<file path="src/rtl/p5f_pkg.sv">
// p5f_pkg: shared types and helpers for the induced five-vertex path finder
// used by p5f_check, p5f_seq and the top level induced_p5_finder
package p5f_pkg;

    localparam int VERT_W = 4;
    localparam int ROW_W  = 16;
    localparam int CNT_W  = 5;

    // search depth: one level for each vertex of the path u-v-w-x-y
    typedef enum logic [2:0] {
        LVL_U,
        LVL_V,
        LVL_W,
        LVL_X,
        LVL_Y
    } t_lvl;

    typedef enum logic [1:0] {
        S_IDLE,
        S_PICK,
        S_CHECK,
        S_DONE
    } t_seq_state;

    typedef struct packed {
        logic              pass;
        logic [ROW_W-1:0]  next_cand;
        logic [ROW_W-1:0]  path;
    } t_chk;

    typedef struct packed {
        logic              found;
        logic [ROW_W-1:0]  first;
        logic [ROW_W-1:0]  cover_all;
    } t_result;

    // index of the lowest set bit, zero for an empty mask
    function automatic logic [VERT_W-1:0] low_bit(input logic [ROW_W-1:0] m);
        logic [VERT_W-1:0] idx;
        idx = '0;
        for (int i = ROW_W - 1; i >= 0; i--) begin
            if (m[i]) idx = VERT_W'(i);
        end
        return idx;
    endfunction

endpackage

</file>
<file path="src/rtl/p5f_ram.sv">
// p5f_ram: generic single write port, single read port RAM with registered read
// no dependencies
module p5f_ram #(
    parameter int WIDTH = 16,
    parameter int DEPTH = 16,
    parameter int AW    = (DEPTH > 1) ? $clog2(DEPTH) : 1
) (
    input  logic             i_clk,
    input  logic             i_we,
    input  logic [AW-1:0]    i_waddr,
    input  logic [WIDTH-1:0] i_wdata,
    input  logic [AW-1:0]    i_raddr,
    output logic [WIDTH-1:0] o_rdata
);

    logic [WIDTH-1:0] r_mem [DEPTH];
    logic [WIDTH-1:0] r_rdata;

    always_ff @(posedge i_clk) begin
        if (i_we) begin
            r_mem[i_waddr] <= i_wdata;
        end
        r_rdata <= r_mem[i_raddr];
    end

    assign o_rdata = r_rdata;

endmodule

</file>
<file path="src/rtl/p5f_check.sv">
// p5f_check: shared adjacency test unit, one candidate row checked per use
// depends on p5f_pkg
module p5f_check (
    input  p5f_pkg::t_lvl                  i_lvl,
    input  logic [p5f_pkg::ROW_W-1:0]      i_rdata,
    input  logic [p5f_pkg::ROW_W-1:0]      i_used,
    input  logic [p5f_pkg::VERT_W-1:0]     i_cur,
    input  logic [p5f_pkg::VERT_W-1:0]     i_u,
    input  logic [p5f_pkg::VERT_W-1:0]     i_v,
    input  logic [p5f_pkg::VERT_W-1:0]     i_w,
    input  logic [p5f_pkg::VERT_W-1:0]     i_x,
    output p5f_pkg::t_chk                  o_chk
);
    import p5f_pkg::*;

    logic [ROW_W-1:0] m;
    logic [ROW_W-1:0] bit_u;
    logic [ROW_W-1:0] below_u;

    // row of the candidate, limited to vertices in use, diagonal dropped
    assign m       = i_rdata & i_used & ~(ROW_W'(1) << i_cur);
    assign bit_u   = ROW_W'(1) << i_u;
    assign below_u = bit_u - ROW_W'(1);

    always_comb begin
        o_chk.path = bit_u | (ROW_W'(1) << i_v) | (ROW_W'(1) << i_w)
                   | (ROW_W'(1) << i_x) | (ROW_W'(1) << i_cur);
        unique case (i_lvl)
            LVL_U: begin
                o_chk.pass      = 1'b1;
                o_chk.next_cand = m;
            end
            LVL_V: begin
                o_chk.pass      = 1'b1;
                o_chk.next_cand = m & ~bit_u;
            end
            LVL_W: begin
                o_chk.pass      = ~m[i_u];
                o_chk.next_cand = m;
            end
            LVL_X: begin
                o_chk.pass      = ~m[i_v] & ~m[i_u];
                // end of the path must not be below u
                o_chk.next_cand = m & ~below_u;
            end
            LVL_Y: begin
                o_chk.pass      = ~m[i_w] & ~m[i_v] & ~m[i_u];
                o_chk.next_cand = '0;
            end
            default: begin
                o_chk.pass      = 1'b0;
                o_chk.next_cand = '0;
            end
        endcase
    end

endmodule

</file>
<file path="src/rtl/p5f_seq.sv">
// p5f_seq: depth-first search sequencer, one candidate vertex per row read
// depends on p5f_pkg and p5f_check
module p5f_seq #(
    parameter int ROWS = 16
) (
    input  logic                           i_clk,
    input  logic                           i_rst_n,
    input  logic                           i_start,
    input  logic [p5f_pkg::CNT_W-1:0]      i_vertex_count,
    input  logic [p5f_pkg::ROW_W-1:0]      i_rdata,
    input  logic                           i_done_ack,
    output logic [p5f_pkg::VERT_W-1:0]     o_raddr,
    output logic                           o_busy,
    output logic                           o_done,
    output p5f_pkg::t_result               o_result
);
    import p5f_pkg::*;

    t_seq_state         r_state, n_state;
    t_lvl               r_lvl, n_lvl;
    logic [VERT_W-1:0]  r_vtx [5];
    logic [VERT_W-1:0]  n_vtx [5];
    logic [ROW_W-1:0]   r_rem [5];
    logic [ROW_W-1:0]   n_rem [5];
    logic [ROW_W-1:0]   r_used, n_used;
    t_result            r_res, n_res;

    logic [CNT_W-1:0]   lim;
    logic [ROW_W:0]     used_w;
    logic [VERT_W-1:0]  pick;
    t_lvl               lvl_up;
    t_lvl               lvl_dn;
    t_chk               chk;

    assign lim    = (i_vertex_count > CNT_W'(ROWS)) ? CNT_W'(ROWS) : i_vertex_count;
    assign used_w = ((ROW_W + 1)'(1) << lim) - (ROW_W + 1)'(1);
    assign pick   = low_bit(r_rem[r_lvl]);
    assign lvl_up = t_lvl'(r_lvl + 3'd1);
    assign lvl_dn = t_lvl'(r_lvl - 3'd1);

    p5f_check u_check (
        .i_lvl   (r_lvl),
        .i_rdata (i_rdata),
        .i_used  (r_used),
        .i_cur   (r_vtx[r_lvl]),
        .i_u     (r_vtx[0]),
        .i_v     (r_vtx[1]),
        .i_w     (r_vtx[2]),
        .i_x     (r_vtx[3]),
        .o_chk   (chk)
    );

    always_ff @(posedge i_clk) begin
        if (!i_rst_n) begin
            r_state <= S_IDLE;
            r_lvl   <= LVL_U;
        end else begin
            r_state <= n_state;
            r_lvl   <= n_lvl;
        end
        r_vtx  <= n_vtx;
        r_rem  <= n_rem;
        r_used <= n_used;
        r_res  <= n_res;
    end

    always_comb begin
        n_state = r_state;
        n_lvl   = r_lvl;
        n_vtx   = r_vtx;
        n_rem   = r_rem;
        n_used  = r_used;
        n_res   = r_res;
        unique case (r_state)
            S_IDLE: begin
                if (i_start) begin
                    n_used    = used_w[ROW_W-1:0];
                    n_rem[0]  = used_w[ROW_W-1:0];
                    n_lvl     = LVL_U;
                    n_res     = '0;
                    n_state   = S_PICK;
                end
            end
            S_PICK: begin
                if (r_rem[r_lvl] == '0) begin
                    // level exhausted: back up, or finish at the outer level
                    if (r_lvl == LVL_U) begin
                        n_state = S_DONE;
                    end else begin
                        n_lvl = lvl_dn;
                    end
                end else begin
                    n_rem[r_lvl] = r_rem[r_lvl] & ~(ROW_W'(1) << pick);
                    n_vtx[r_lvl] = pick;
                    n_state      = S_CHECK;
                end
            end
            S_CHECK: begin
                n_state = S_PICK;
                if (chk.pass) begin
                    if (r_lvl == LVL_Y) begin
                        if (!r_res.found) begin
                            n_res.first = chk.path;
                        end
                        n_res.found     = 1'b1;
                        n_res.cover_all = r_res.cover_all | chk.path;
                    end else begin
                        n_rem[lvl_up] = chk.next_cand;
                        n_lvl         = lvl_up;
                    end
                end
            end
            S_DONE: begin
                if (i_done_ack) begin
                    n_state = S_IDLE;
                end
            end
            default: n_state = S_IDLE;
        endcase
    end

    assign o_raddr  = pick;
    assign o_busy   = (r_state != S_IDLE);
    assign o_done   = (r_state == S_DONE);
    assign o_result = r_res;

endmodule

</file>
<file path="src/rtl/induced_p5_finder.sv">
// induced_p5_finder: top level, adjacency RAM, search sequencer and result register
// depends on p5f_pkg, p5f_ram, p5f_seq
//
// Usage:
//   Input channel (i_in_valid / o_in_stall): kind 0 writes row i_row_bits of
//   vertex i_row_index into the adjacency RAM and gives no result; rows at or
//   above the RAM depth are dropped. Kind 1 starts a search over the first
//   vertex_count vertices for chordless paths u-v-w-x-y with y not below u.
//   Output channel (o_out_valid / i_out_stall): one transaction per search with
//   o_found, o_first_path_mask (first path in nested ascending order) and
//   o_cover_mask (union of all such paths).
//   Configuration (i_cfg_valid / o_cfg_ready): writes vertex_count; always ready,
//   to be written only while no search is under way.
// Search steps:
//   Each candidate vertex tried at any depth takes a RAM read issued in S_PICK
//   and a check in the shared test unit in S_CHECK; each exhausted level takes
//   an S_PICK step alone; a search starts from S_IDLE and hands over in S_DONE.
//   o_in_stall stays high from search start until its result sits in the output register.
// Reset: vertex_count returns to 16, the sequencer goes idle, the output
//   register empties; RAM rows hold nothing defined until loaded.
// Stall: a finished result waits in the output register; loads are still taken,
//   and a further search runs but holds its result until the register frees up.
module induced_p5_finder #(
    parameter int VERTICES = 16
) (
    input  logic                          i_clk,
    input  logic                          i_rst_n,
    input  logic                          i_in_valid,
    output logic                          o_in_stall,
    input  logic                          i_kind,
    input  logic [3:0]                    i_row_index,
    input  logic [p5f_pkg::ROW_W-1:0]     i_row_bits,
    output logic                          o_out_valid,
    input  logic                          i_out_stall,
    output logic                          o_found,
    output logic [p5f_pkg::ROW_W-1:0]     o_first_path_mask,
    output logic [p5f_pkg::ROW_W-1:0]     o_cover_mask,
    input  logic                          i_cfg_valid,
    output logic                          o_cfg_ready,
    input  logic [p5f_pkg::CNT_W-1:0]     i_cfg_data
);
    import p5f_pkg::*;

    localparam int ROWS = (VERTICES < ROW_W) ? VERTICES : ROW_W;
    localparam int AW   = $clog2(ROWS);

    logic [CNT_W-1:0]   r_vertex_count;
    logic               r_out_valid;
    t_result            r_out;

    logic               in_take;
    logic               row_we;
    logic [ROW_W-1:0]   rdata;
    logic [VERT_W-1:0]  raddr;
    logic               busy;
    logic               done;
    logic               done_ack;
    t_result            result;

    assign in_take  = i_in_valid & ~o_in_stall;
    assign row_we   = in_take & ~i_kind & ({1'b0, i_row_index} < CNT_W'(ROWS));
    assign done_ack = done & (~r_out_valid | ~i_out_stall);

    p5f_ram #(
        .WIDTH (ROW_W),
        .DEPTH (ROWS),
        .AW    (AW)
    ) u_adj_ram (
        .i_clk   (i_clk),
        .i_we    (row_we),
        .i_waddr (i_row_index[AW-1:0]),
        .i_wdata (i_row_bits),
        .i_raddr (raddr[AW-1:0]),
        .o_rdata (rdata)
    );

    p5f_seq #(
        .ROWS (ROWS)
    ) u_seq (
        .i_clk          (i_clk),
        .i_rst_n        (i_rst_n),
        .i_start        (in_take & i_kind),
        .i_vertex_count (r_vertex_count),
        .i_rdata        (rdata),
        .i_done_ack     (done_ack),
        .o_raddr        (raddr),
        .o_busy         (busy),
        .o_done         (done),
        .o_result       (result)
    );

    always_ff @(posedge i_clk) begin
        if (!i_rst_n) begin
            r_vertex_count <= CNT_W'(16);
            r_out_valid    <= 1'b0;
        end else begin
            if (i_cfg_valid && o_cfg_ready) begin
                r_vertex_count <= i_cfg_data;
            end
            if (done_ack) begin
                r_out_valid <= 1'b1;
            end else if (!i_out_stall) begin
                r_out_valid <= 1'b0;
            end
        end
        if (done_ack) begin
            r_out <= result;
        end
    end

    assign o_in_stall        = busy;
    assign o_cfg_ready       = 1'b1;
    assign o_out_valid       = r_out_valid;
    assign o_found           = r_out.found;
    assign o_first_path_mask = r_out.first;
    assign o_cover_mask      = r_out.cover_all;

endmodule

</file>
<file path="config.mk">
export PLATFORM = sky130hd
export DESIGN_NAME = induced_p5_finder
export DESIGN_NICKNAME = d
export VERILOG_FILES = /design/src/rtl/p5f_pkg.sv /design/src/rtl/p5f_ram.sv /design/src/rtl/p5f_check.sv /design/src/rtl/p5f_seq.sv /design/src/rtl/induced_p5_finder.sv
export SDC_FILE = /design/constraint.sdc
export NUM_CORES = 1
export LEC_CHECK = 0
export BUFFER_PORTS_ARGS = -buffer_cell sky130_fd_sc_hd__buf_4
export CORE_ASPECT_RATIO = 1.5
export CORE_MARGIN = 1.5
export CORE_UTILIZATION = 62
export DETAILED_ROUTE_END_ITERATION = 10
export GPL_ROUTABILITY_DRIVEN = 0
export PLACE_DENSITY = 0.79
export SETUP_SLACK_MARGIN = 0.4
export SLEW_MARGIN = 40
export SYNTH_ARGS = -nofsm -noshare
export SYNTH_HDL_FRONTEND = slang
export SYNTH_HIERARCHICAL = 1
export SYNTH_SLANG_ARGS = --single-unit
</file>
<file path="constraint.sdc">
create_clock -name i_clk -period 8 [get_ports i_clk]
set_input_delay 1.2 -clock i_clk [delete_from_list [all_inputs] [get_ports i_clk]]
set_output_delay 1.2 -clock i_clk [all_outputs]
set_load 0.01 [all_outputs]
</file>
==> flow_metrics.tcl <==
set metrics [dict create \
    status "finished clean" \
    cts_buffers 42 \
    die_h_microns 232 \
    grt_pass1_vias 14170 \
    clock_path_buffers 3 \
    setup-violations-final 0 \
    die_x_microns 156 \
    grt-busiest-layer "met2" \
    yosysWarnings 6 \
    hold_viol 0 \
    synth_seq_cells 465 \
    port_buffers 65 \
    period_minus_slack_ns 5.96 \
    num_vias 14671 \
    cts_hold_buffers 0 \
    dieArea_sq_um 36100 \
    rows 83 \
    grt_pass1_wl_microns 87100 \
    hold_path.class "reg2reg" \
    layout_common_cells "edfxtp_1, nand2_1, nor2_1" \
    root_buffer "clkbuf_16" \
    hold_path_depth 0 \
    fin_nets 1637 \
    io_pins 67 \
    cp_max_fo 37 \
    maxSlewViolCount 0 \
    ys_async_sr_fraction_pct 0 \
    grt_use_met2_pct 55.9 \
    worst_slack_ns 2.04 \
    p_switching_uw 3320 \
    routed_wl_microns 58700 \
    track_usage_pct 33.2 \
    min_from "u_seq/o_result[24]" \
    worstReg2RegStart "u_seq/r_lvl[0]" \
    synth_top_flop_cell "edfxtp_1" \
    path_class "reg2reg" \
    clk_pin_slew_ns 0.07 \
    clock.fmax_mhz 168 \
    worst_pin_slew_ns 0.872 \
    maxSlewHeadroom_pct 41.7 \
    ctsResizeCount 0 \
    layout-drive-gt1-share_pct 20.0 \
    clkLatencyLatePin_ns 0.57 \
    grt_overflow 0 \
    syn_to_final_growth_pct 11.0 \
    viasPerCell 7.00 \
    rrSetupSlack_ns 2.04 \
    min_to "o_first_path_mask[8]" \
    grt_max_degree 61 \
    finClkSkew_ns 0.0136 \
    final_common_cell "edfxtp_1" \
    end_kind "flop" \
    hpwl_microns 39000 \
    ir_worst_vdd_v 0.000263 \
    seq_power_share_pct 36.7 \
    synth_cell_type_count 105 \
    critPathArrivalTime_ns 6.15 \
    grtUsageMet3_pct 6.23 \
    syn_avg_cell_area_sq_um 13.9 \
    p_per_area_nw_per_um2 369 \
    wl_per_cell_microns 28.0 \
    cts_max_level 2 \
    final_antenna_net_count 0 \
    synth_edf_count 438 \
    cts_sinks 465 \
    r2r_cells 16 \
    r2r-end "u_seq/r_rem[32]" \
    syn-instance-count 1555 \
    rsz0062_at_grt "no" \
    startpoint_type "flop" \
    cts_tree "done" \
    ys_seq_area_share_pct 63.2 \
    total_power_uw 8880 \
    drt-initial-drc-count 1955 \
    remaining_drc_errors 0 \
    cp.required_ns 8.19 \
    sw_frac_of_total_pct 37.4 \
    post_cts_buffers 0 \
    period_share_pct 74.5 \
    core_sq_um 34400 \
    syn_nets 1595 \
    combPwrFrac_pct 41.6 \
    p_leak_uw 0.00787 \
    internal_power_uw 5560 \
    synthesis.area_sq_um 21700 \
    antenna_found_initial 1 \
    clockPowerShare_pct 21.6 \
    diodes 0 \
    maxCapViolCount 0 \
    pre_cts_slack_ns 2.21 \
    firstDrtPassIters 9 \
    initial_core_util_pct 63.0 \
    gr-usage-met1_pct 38.2 \
    finalSetupTns_ns 0 \
]
==> through the flow <==
stage | hold slack [ns] | utilization [%] | std cells | area, sq um
final | 0.421 | 70.0 | 2097 | 24100
after global routing | 0.428 | 70.0 | 2097 | 24100
after CTS | 0.420 | 69.9 | 2095 | 24000
after detailed placement | 0.405 | 66.1 | 2018 | 22700
after global placement | 0.402 | 65.6 | 2015 | 22600
after floorplan | 0.400 | - | 1555 | 21700
==> critical path, stage by stage, from the launching register on <==
cell	delay, ns
dfxtp_2	0.80
buf_4	0.51
inv_2	0.20
nor2_1	0.18
a22oi_1	0.11
o221ai_1	0.22
buf_4	0.29
or4b_4	0.50
and3_4	0.22
a2111oi_0	0.41
nor4_1	0.11
a41oi_1	0.22
a22oi_1	0.13
o22ai_1	0.19
a21oi_1	0.18
a211oi_1	0.57
o21a_1	0.73
==> kinds of logic (layout without fill, tap and decap cells) <==
| group | after synthesis | count (layout) | share of synthesized area (%) |
|---|---|---|---|
| fa+ha+maj | 9 | 9 | 0.520 |
| buf+inv | 125 | 200 | 2.76 |
| mux | 113 | 113 | 9.33 |
| xor+xnor | 5 | 5 | 0.202 |
| simple gates | 477 | 477 | 11.5 |
| compound gates | 360 | 360 | 12.5 |
| flops | 465 | 465 | 63.2 |
| other cells | 1 | 1 | 0.0173 |
==> final cells by class <==
type / instances / area, sq um
inverter: 20 / 75.1
clock inverter: 32 / 219
fill: 2230 / 10300
clock buffer: 45 / 1080
multi-input combinational: 965 / 7590
tap: 467 / 584
sequential: 465 / 13700
timing repair buffer: 103 / 808
==> cells in the mapped netlist, types with 28 or more instances <==
library cell | instances | area share [%]
a21oi_1 | 65 | 1.5
a22o_1 | 46 | 1.9
a22oi_1 | 46 | 1.6
clkbuf_1 | 59 | 1.0
edfxtp_1 | 438 | 61
mux4_2 | 55 | 5.7
nand2_1 | 110 | 1.9
nand2b_1 | 28 | 0.81
nand3_1 | 43 | 0.99
nor2_1 | 119 | 2.1
nor3_1 | 34 | 0.79
o21ai_0 | 38 | 0.88
==> power groups by stage <==
stage | Combinational, uW | Sequential [uW] | Clock, uW
after floorplan | 2680 | 3210 | 0
after global placement | 3450 | 3310 | 0
after detailed placement | 3570 | 3320 | 0
after CTS | 3600 | 3270 | 1940
after global routing | 3920 | 3280 | 2030
final | 3700 | 3260 | 1920
==> metal layers <==
metal / share of wire [%] / vias up
li1: - / 6267
met1: 33 / 7137
met2: 50 / 982
met3: 8.8 / 283
met4: 8.3 / 2
met5: 0.019 / -
==> state kept, by name (all words and copies together), names as in the netlist, 16 cells and up <==
name / count
u_adj_ram/r_mem: 256
u_adj_ram/o_rdata: 16
u_seq/r_rem: 80
u_seq/o_result: 33
u_seq/r_vtx: 20
o_first_path_mask: 16
u_seq/r_used: 16
o_cover_mask: 16
==> how the worst max path moves through the flow <==
| stage | startpoint | end | slack [ns] | cells after the start |
|---|---|---|---|---|
| finish | u_seq/r_lvl[0] | u_seq/r_rem[32] | 2.04 | 16 |
| global placement | u_seq/r_lvl[0] | u_seq/o_result[22] | 2.29 | 14 |
| CTS | u_seq/r_lvl[0] | u_seq/r_rem[32] | 2.18 | 16 |
| floorplan | u_seq/r_lvl[1] | u_seq/o_result[16] | 1.91 | 18 |
| detailed placement | u_seq/r_lvl[0] | u_seq/r_rem[11] | 2.21 | 16 |
| global route | u_seq/r_lvl[0] | u_seq/r_rem[32] | 1.71 | 16 |
(Power assumes the default switching activity.)
